==> src/rtl/core/best_split_positional_cost_top_defines.svh <==
// Assertion macros for the best split positional cost block.
// Included by files that carry concurrent assertions; needs clk and arst_n in scope.
`ifndef BEST_SPLIT_POSITIONAL_COST_TOP_DEFINES_SVH
`define BEST_SPLIT_POSITIONAL_COST_TOP_DEFINES_SVH

// same-cycle implication, checked out of reset
`define BSPC_ASSERT_NOW(label, ante, cons, msg) \
	label: assert property (@(posedge clk) disable iff (!arst_n) (ante) |-> (cons)) \
		else $error(msg);

// next-cycle implication, checked out of reset
`define BSPC_ASSERT_NEXT(label, ante, cons, msg) \
	label: assert property (@(posedge clk) disable iff (!arst_n) (ante) |=> (cons)) \
		else $error(msg);

`endif

==> src/rtl/core/bspc_pkg.sv <==
// Shared widths, defaults and word types for the best split positional cost block.
// No dependencies; used by bspc_datapath and best_split_positional_cost_top.
package bspc_pkg;

	localparam int CNT_W = 11;
	localparam int WEIGHT_W = 16;
	localparam int COST_W = 36;
	localparam int FAC_W = CNT_W + 2;
	localparam int PD_W = WEIGHT_W + 1 + FAC_W;
	localparam int PR_W = WEIGHT_W + CNT_W;
	localparam int DIFF_W = PD_W + CNT_W;
	localparam int OUT_DATA_W = ((CNT_W + COST_W + 7) / 8) * 8;

	localparam int DEF_MAX_ITEMS = 1024;
	localparam int DEF_WEIGHT_BITS = 16;

	typedef struct packed {
		logic [WEIGHT_W-1:0] weight;
		logic [CNT_W-1:0] pos;
		logic [CNT_W-1:0] n;
		logic last;
	} bspc_item_t;

	typedef struct packed {
		logic [COST_W-1:0] best_cost;
		logic [CNT_W-1:0] split_index;
	} bspc_res_t;

endpackage

==> src/rtl/core/best_split_positional_cost_top.sv <==
// Best split positional cost: top level with stream ports, count register and result word.
// Depends on bspc_pkg, bspc_datapath and best_split_positional_cost_top_defines.svh.
//
// Usage: write the sequence length n through cfg_wen/cfg_wdata while the block is idle;
// zero acts as one and a value above MAX_ITEMS acts as MAX_ITEMS. A write drops any
// sequence in progress. Weights then stream in on the s_ side, one word per cycle
// while s_tready is high. After the n-th weight one result word leaves on the m_ side
// with the lowest split point of minimum cost and that cost; other weights give no result.
// Path: the result word passes the s1, s2 and s3 registers and then the result register.
// Throughput: one weight per cycle while s_tready is high; the multiply stage, the joint
// accumulate and compare stage and the result register are pipelined; nothing recirculates.
// Reset: the count returns to one and the running sums and position clear.
// Stall: while a result waits in the result register and another finished result
// reaches the final stage, the whole pipeline holds and s_tready drops; otherwise
// weights keep flowing while the receiver stalls.
`include "best_split_positional_cost_top_defines.svh"
module best_split_positional_cost_top #(
	parameter int MAX_ITEMS = bspc_pkg::DEF_MAX_ITEMS,
	parameter int WEIGHT_BITS = bspc_pkg::DEF_WEIGHT_BITS
) (
	input logic clk,
	input logic arst_n,
	input logic s_tvalid,
	output logic s_tready,
	input logic [bspc_pkg::WEIGHT_W-1:0] s_tdata, // [15:0] weight
	output logic m_tvalid,
	input logic m_tready,
	output logic [bspc_pkg::OUT_DATA_W-1:0] m_tdata, // [10:0] split_index, [46:11] best_cost
	input logic cfg_wen,
	input logic [bspc_pkg::CNT_W-1:0] cfg_wdata
);
	import bspc_pkg::*;

	localparam int EFF_BITS = (WEIGHT_BITS < WEIGHT_W) ? WEIGHT_BITS : WEIGHT_W;
	localparam logic [WEIGHT_W-1:0] WMASK = WEIGHT_W'((64'd1 << EFF_BITS) - 64'd1);

	logic [CNT_W-1:0] n_q, pos_q, n_wr;
	logic adv, acc, last, res_valid, out_v_q;
	bspc_item_t item;
	bspc_res_t res, out_q;

	always_comb begin
		if (cfg_wdata == '0)
			n_wr = CNT_W'(1);
		else if (32'(cfg_wdata) > MAX_ITEMS)
			n_wr = CNT_W'(MAX_ITEMS);
		else
			n_wr = cfg_wdata;
	end

	assign adv = !(res_valid && out_v_q && !m_tready);
	assign s_tready = adv;
	assign acc = s_tvalid && adv;
	assign last = (pos_q + CNT_W'(1)) == n_q;

	always_comb begin
		item.weight = s_tdata & WMASK;
		item.pos = pos_q;
		item.n = n_q;
		item.last = last;
	end

	always_ff @(posedge clk or negedge arst_n) begin
		if (!arst_n) begin
			n_q <= CNT_W'(1);
			pos_q <= '0;
		end else if (cfg_wen) begin
			n_q <= n_wr;
			pos_q <= '0;
		end else if (acc) begin
			pos_q <= last ? '0 : pos_q + CNT_W'(1);
		end
	end

	bspc_datapath u_dp (
		.clk(clk),
		.arst_n(arst_n),
		.adv(adv),
		.clr(cfg_wen),
		.in_valid(acc),
		.in_item(item),
		.res_valid(res_valid),
		.res(res)
	);

	always_ff @(posedge clk or negedge arst_n) begin
		if (!arst_n) begin
			out_v_q <= 1'b0;
		end else if (res_valid && adv) begin
			out_v_q <= 1'b1;
		end else if (m_tready) begin
			out_v_q <= 1'b0;
		end
	end

	always_ff @(posedge clk) begin
		if (res_valid && adv) begin
			out_q <= res;
		end
	end

	assign m_tvalid = out_v_q;
	assign m_tdata = {{(OUT_DATA_W - CNT_W - COST_W){1'b0}}, out_q.best_cost, out_q.split_index};

	`BSPC_ASSERT_NOW(a_pos_below_count, 1'b1, pos_q < n_q, "position reached the count")
	`BSPC_ASSERT_NOW(a_count_nonzero, 1'b1, n_q != '0, "sequence length is zero")
	`BSPC_ASSERT_NEXT(a_result_loaded, res_valid && adv, out_v_q, "finished result not loaded")
	`BSPC_ASSERT_NOW(a_split_in_range, out_v_q, out_q.split_index <= n_q, "split beyond length")

endmodule

==> src/rtl/core/bspc_datapath.sv <==
// Multiply, accumulate and best-split tracking pipeline of the positional cost block.
// Depends on bspc_pkg.
module bspc_datapath (
	input logic clk,
	input logic arst_n,
	input logic adv,
	input logic clr,
	input logic in_valid,
	input bspc_pkg::bspc_item_t in_item,
	output logic res_valid,
	output bspc_pkg::bspc_res_t res
);
	import bspc_pkg::*;

	logic v_s1, v_s2, v_s3;
	logic [WEIGHT_W-1:0] w_s1;
	logic [CNT_W-1:0] i_s1, n_s1, i_s2;
	logic last_s1, last_s2;
	logic signed [PD_W-1:0] pd_s2;
	logic [PR_W-1:0] pr_s2;

	logic signed [DIFF_W-1:0] d_q, best_q, best_s3;
	logic [COST_W-1:0] r_q, r_s3;
	logic [CNT_W-1:0] bidx_q, idx_s3;

	logic signed [FAC_W-1:0] fac_d;
	logic [CNT_W-1:0] fac_r;
	logic signed [PD_W-1:0] pd;
	logic [PR_W-1:0] pr;
	logic signed [DIFF_W-1:0] d_new, best_sel;
	logic [COST_W-1:0] r_new;
	logic [CNT_W-1:0] idx_new, idx_sel;
	logic better;

	always_comb begin
		fac_d = $signed({1'b0, i_s1, 1'b0}) - $signed({2'b00, n_s1});
		fac_r = n_s1 - i_s1;
		pd = $signed({1'b0, w_s1}) * fac_d;
		pr = w_s1 * fac_r;
	end

	always_comb begin
		d_new = d_q + {{(DIFF_W - PD_W){pd_s2[PD_W-1]}}, pd_s2};
		r_new = r_q + {{(COST_W - PR_W){1'b0}}, pr_s2};
		idx_new = i_s2 + CNT_W'(1);
		better = d_new < best_q;
		best_sel = better ? d_new : best_q;
		idx_sel = better ? idx_new : bidx_q;
	end

	always_ff @(posedge clk or negedge arst_n) begin
		if (!arst_n) begin
			v_s1 <= 1'b0;
			v_s2 <= 1'b0;
			v_s3 <= 1'b0;
		end else if (adv) begin
			v_s1 <= in_valid;
			v_s2 <= v_s1;
			v_s3 <= v_s2 && last_s2;
		end
	end

	always_ff @(posedge clk) begin
		if (adv) begin
			w_s1 <= in_item.weight;
			i_s1 <= in_item.pos;
			n_s1 <= in_item.n;
			last_s1 <= in_item.last;
			pd_s2 <= pd;
			pr_s2 <= pr;
			i_s2 <= i_s1;
			last_s2 <= last_s1;
			if (v_s2 && last_s2) begin
				r_s3 <= r_new;
				best_s3 <= best_sel;
				idx_s3 <= idx_sel;
			end
		end
	end

	always_ff @(posedge clk or negedge arst_n) begin
		if (!arst_n) begin
			d_q <= '0;
			r_q <= '0;
			best_q <= '0;
			bidx_q <= '0;
		end else if (clr || (adv && v_s2 && last_s2)) begin
			d_q <= '0;
			r_q <= '0;
			best_q <= '0;
			bidx_q <= '0;
		end else if (adv && v_s2) begin
			d_q <= d_new;
			r_q <= r_new;
			best_q <= best_sel;
			bidx_q <= idx_sel;
		end
	end

	assign res_valid = v_s3;
	assign res.split_index = idx_s3;
	assign res.best_cost = r_s3 + best_s3[COST_W-1:0];

endmodule

==> config.mk <==
export PLATFORM = sky130hd
export DESIGN_NAME = best_split_positional_cost_top
export DESIGN_NICKNAME = d
export VERILOG_FILES = /design/src/rtl/core/bspc_pkg.sv /design/src/rtl/core/best_split_positional_cost_top.sv /design/src/rtl/core/bspc_datapath.sv
export VERILOG_INCLUDE_DIRS = /design/src /design/src/rtl/core
export SDC_FILE = /design/constraint.sdc
export NUM_CORES = 2
export LEC_CHECK = 0
export BUFFER_PORTS_ARGS = -buffer_cell sky130_fd_sc_hd__buf_2
export CAP_MARGIN = 20
export CELL_PAD_IN_SITES_DETAIL_PLACEMENT = 0
export CELL_PAD_IN_SITES_GLOBAL_PLACEMENT = 2
export CORE_MARGIN = 4
export CORE_UTILIZATION = 40
export CTS_CLUSTER_DIAMETER = 60
export DETAILED_ROUTE_END_ITERATION = 8
export PLACE_DENSITY = 0.87
export SYNTH_ARGS = -nofsm -noshare
export SYNTH_HDL_FRONTEND = slang
export SYNTH_HIERARCHICAL = 1
export SYNTH_SLANG_ARGS = --single-unit
export TNS_END_PERCENT = 30
==> constraint.sdc <==
create_clock -name clk -period 18.8 [get_ports clk]
set_input_delay 3.76 -clock clk [delete_from_list [all_inputs] [get_ports clk]]
set_output_delay 3.76 -clock clk [all_outputs]
set_load 0.1 [all_outputs]
==> impl_metrics.tcl <==
set metrics [dict create \
    post-cts-setup-buffers 0 \
    worstMarginPinSlew_ps 1130 \
    fin_nets 4023 \
    synth_cells 3321 \
    hold_path_depth 0 \
    final_common_cell "inv_1" \
    core-area_sq_mm 0.0838 \
    grt_max_degree 116 \
    maxCapViolCount 0 \
    drt_iter0_markers 1257 \
    vias_per_cell 5.19 \
    worst-path-max-fanout 19 \
    cts_tree "yes" \
    die_y_um 299 \
    whs_ps 419 \
    cts_root_buf "clkbuf_16" \
    slowest_delay_ps 730 \
    h-tree-depth 2 \
    clk_latency_ps 640 \
    cts_made_buffers 50 \
    postCtsHoldBufs 0 \
    overflow 0 \
    slew_violations 0 \
    nFillCells 8061 \
    avgSynthCellArea_sq_um 10.2 \
    synthDistinctLibCells 89 \
    slew-limit-headroom_pct 24.7 \
    track_usage_pct 19.3 \
    io_pins 82 \
    cts.sinks 393 \
    vias 23600 \
    worstHoldStart "u_dp/last_s1$_DFFE_PP_" \
    cp-start-kind "flip-flop" \
    cts_buffer_depth 3 \
    setup_slack_ps 9970 \
    rows 106 \
    hpwl_mm 64.0 \
    slowest_stage "edfxtp_1" \
    gp_congestion 0.837 \
    firstDrtPassIters 5 \
    ys_seq_area_share_pct 32.5 \
    critPathRequiredTime_ps 19150 \
    worstPathArrival_ps 9180 \
    grt_pass1_wl_mm 138 \
    final-setup-viol-count 0 \
    r2r_start "u_dp/n_s1[0]$_DFFE_PP_" \
    min_period_over_period_pct 46.9 \
    rrSetupSlack_ps 9970 \
    period_minus_slack_ps 8830 \
    drc 0 \
    portBuffers 80 \
    worstSetupPathType "reg -> reg" \
    ys.flop_type "edfxtp_1" \
    wire_per_inst_um 18.7 \
    die_area_sq_mm 0.0894 \
    die_x_um 299 \
    cp_common_cell "fa_1" \
    yosys_warnings 6 \
    worstSetupEndpointType "flip-flop" \
    antenna_found_initial 2 \
    hold_path_class "reg -> reg" \
    layout_common_cells "inv_1 (428), ha_1 (332), nand2_1 (331)" \
    timing.fmax_ghz 0.113 \
    fin_skew_ps 61.4 \
    wl_mm 85.3 \
    ys_ff_latch 393 \
    grt_pass1_vias 24400 \
    timing.setup.tns_ps 0 \
    status "completed" \
    dpl_worst_slack_ps 9890 \
    synthesis.nets 3969 \
    reg2reg_depth 30 \
    cts-resized-gates 0 \
    start_util_pct 40.4 \
    drive_gt1_share_pct 9.07 \
    areaGrowthSynthToFinish_pct 10.6 \
    synth_edf_count 238 \
    clk_pin_slew_worst_paths_ps 60 \
    whs_endpoint "u_dp/last_s2$_DFFE_PP_" \
    ant_nets 0 \
    synth_area_sq_mm 0.0339 \
    worstReg2RegEnd "u_dp/pd_s2[29]$_DFFE_PP_" \
    rsz0062_at_grt "no" \
    async_flop_share_pct 39.4 \
    hold_viol 0 \
]
==> synthesized netlist by cell type (all sizes together) (10+ instances only) <==
| cell type | n | share of area [%] |
|---|---|---|
| fa | 284 | 17 |
| and3 | 22 | 0.41 |
| nand2 | 332 | 3.7 |
| edfxtp | 238 | 21 |
| nor3 | 23 | 0.37 |
| nor2b | 25 | 0.46 |
| o21ai | 125 | 1.9 |
| nand4 | 25 | 0.51 |
| a22o | 107 | 2.8 |
| nand2b | 47 | 0.87 |
| o211ai | 15 | 0.35 |
| a31oi | 23 | 0.44 |
| o21bai | 21 | 0.47 |
| a21oi | 166 | 2.5 |
| ha | 332 | 12 |
| a21o | 67 | 1.5 |
| nand3 | 53 | 0.83 |
| dfrtp | 154 | 11 |
| o31ai | 10 | 0.22 |
| clkbuf | 106 | 1.2 |
| inv | 429 | 4.8 |
| a211o | 10 | 0.26 |
| a21boi | 13 | 0.29 |
| nand3b | 13 | 0.29 |
| mux2 | 45 | 1.5 |
| a211oi | 16 | 0.37 |
| o21a | 22 | 0.49 |
| or2 | 10 | 0.18 |
| buf | 18 | 0.33 |
| xor2 | 59 | 1.5 |
| nor2 | 128 | 1.4 |
| o22ai | 11 | 0.20 |
| nor4 | 13 | 0.26 |
| or3 | 10 | 0.20 |
| xnor2 | 120 | 3.1 |
| and2 | 148 | 2.7 |
==> state kept, by name, indices dropped and copies added (netlist names), 16 cells and up <==
signal / flops
u_dp/best_q: 41
u_dp/d_q: 41
u_dp/pr_s2: 27
m_tdata: 47
u_dp/pd_s2: 30
u_dp/r_s3: 36
u_dp/best_s3: 36
u_dp/r_q: 36
u_dp/w_s1: 16
==> kinds of logic after synthesis <==
group           share of synthesized area, %
buf+inv                                 6.27
flops                                   32.5
fa+ha+maj                               29.1
mux                                     1.55
simple gates                            12.9
compound gates                          13.1
other cells                           0.0111
xor+xnor                                4.63
==> worst max path at each step <==
stage	endpoint	slack, ps	start
final	u_dp/pd_s2[29]$_DFFE_PP_	9970	u_dp/n_s1[0]$_DFFE_PP_
after global routing	u_dp/pd_s2[28]$_DFFE_PP_	9330	u_dp/n_s1[0]$_DFFE_PP_
after CTS	u_dp/pd_s2[29]$_DFFE_PP_	9910	u_dp/n_s1[0]$_DFFE_PP_
after detailed placement	u_dp/pd_s2[29]$_DFFE_PP_	9890	u_dp/n_s1[0]$_DFFE_PP_
after global placement	u_dp/pd_s2[29]$_DFFE_PP_	9980	u_dp/n_s1[0]$_DFFE_PP_
after floorplan	u_dp/best_q[10]$_DFFE_PN0P_	7670	m_tready
==> area by class of cell <==
class                      instances  area [sq um]  share of cell area [%]
sequential                       393         11000                    29.4
antenna                            2          5.00                  0.0134
inverter                         430          1620                    4.31
clock buffer                      58          1350                    3.61
multi-input combinational       2374         20800                    55.5
timing repair buffer             126           764                    2.04
tap                             1134          1420                    3.78
clock inverter                    36           513                    1.37
==> metal layers <==
| metal | routed length [um] | GRT usage, % | part of all wire [%] | vias up |
|---|---|---|---|---|
| li1 | - | - | - | 11400 |
| met1 | 40900 | 27.8 | 48 | 11600 |
| met2 | 39000 | 31.2 | 46 | 472 |
| met3 | 3540 | 2.69 | 4.2 | 94 |
| met4 | 1770 | 4.29 | 2.1 | 0 |
| met5 | 0 | 0 | 0 | - |
==> worst max-delay path, delay by kind of cell (launching register included) <==
family	cells	cell delay (ps)
and+or+nand+nor	3	1090
xor gates and xnor gates	1	130
AOI/OAI and AO/OA	15	3110
adders and majority gates	8	3350
buffers and inverters	3	170
DFF	1	730
==> stage by stage <==
step                std cells  util, %  cell area, sq um
floorplan                3321        -             33900
global placement         4457     42.5             35600
detailed placement       4457     42.5             35600
CTS                      4551     44.7             37500
global route             4551     44.7             37500
finish                   4553     44.7             37500
Power is left out: the tool's default activity adds up to more than one toggle a clock period on the data nets, which glitch-free logic cannot reach.
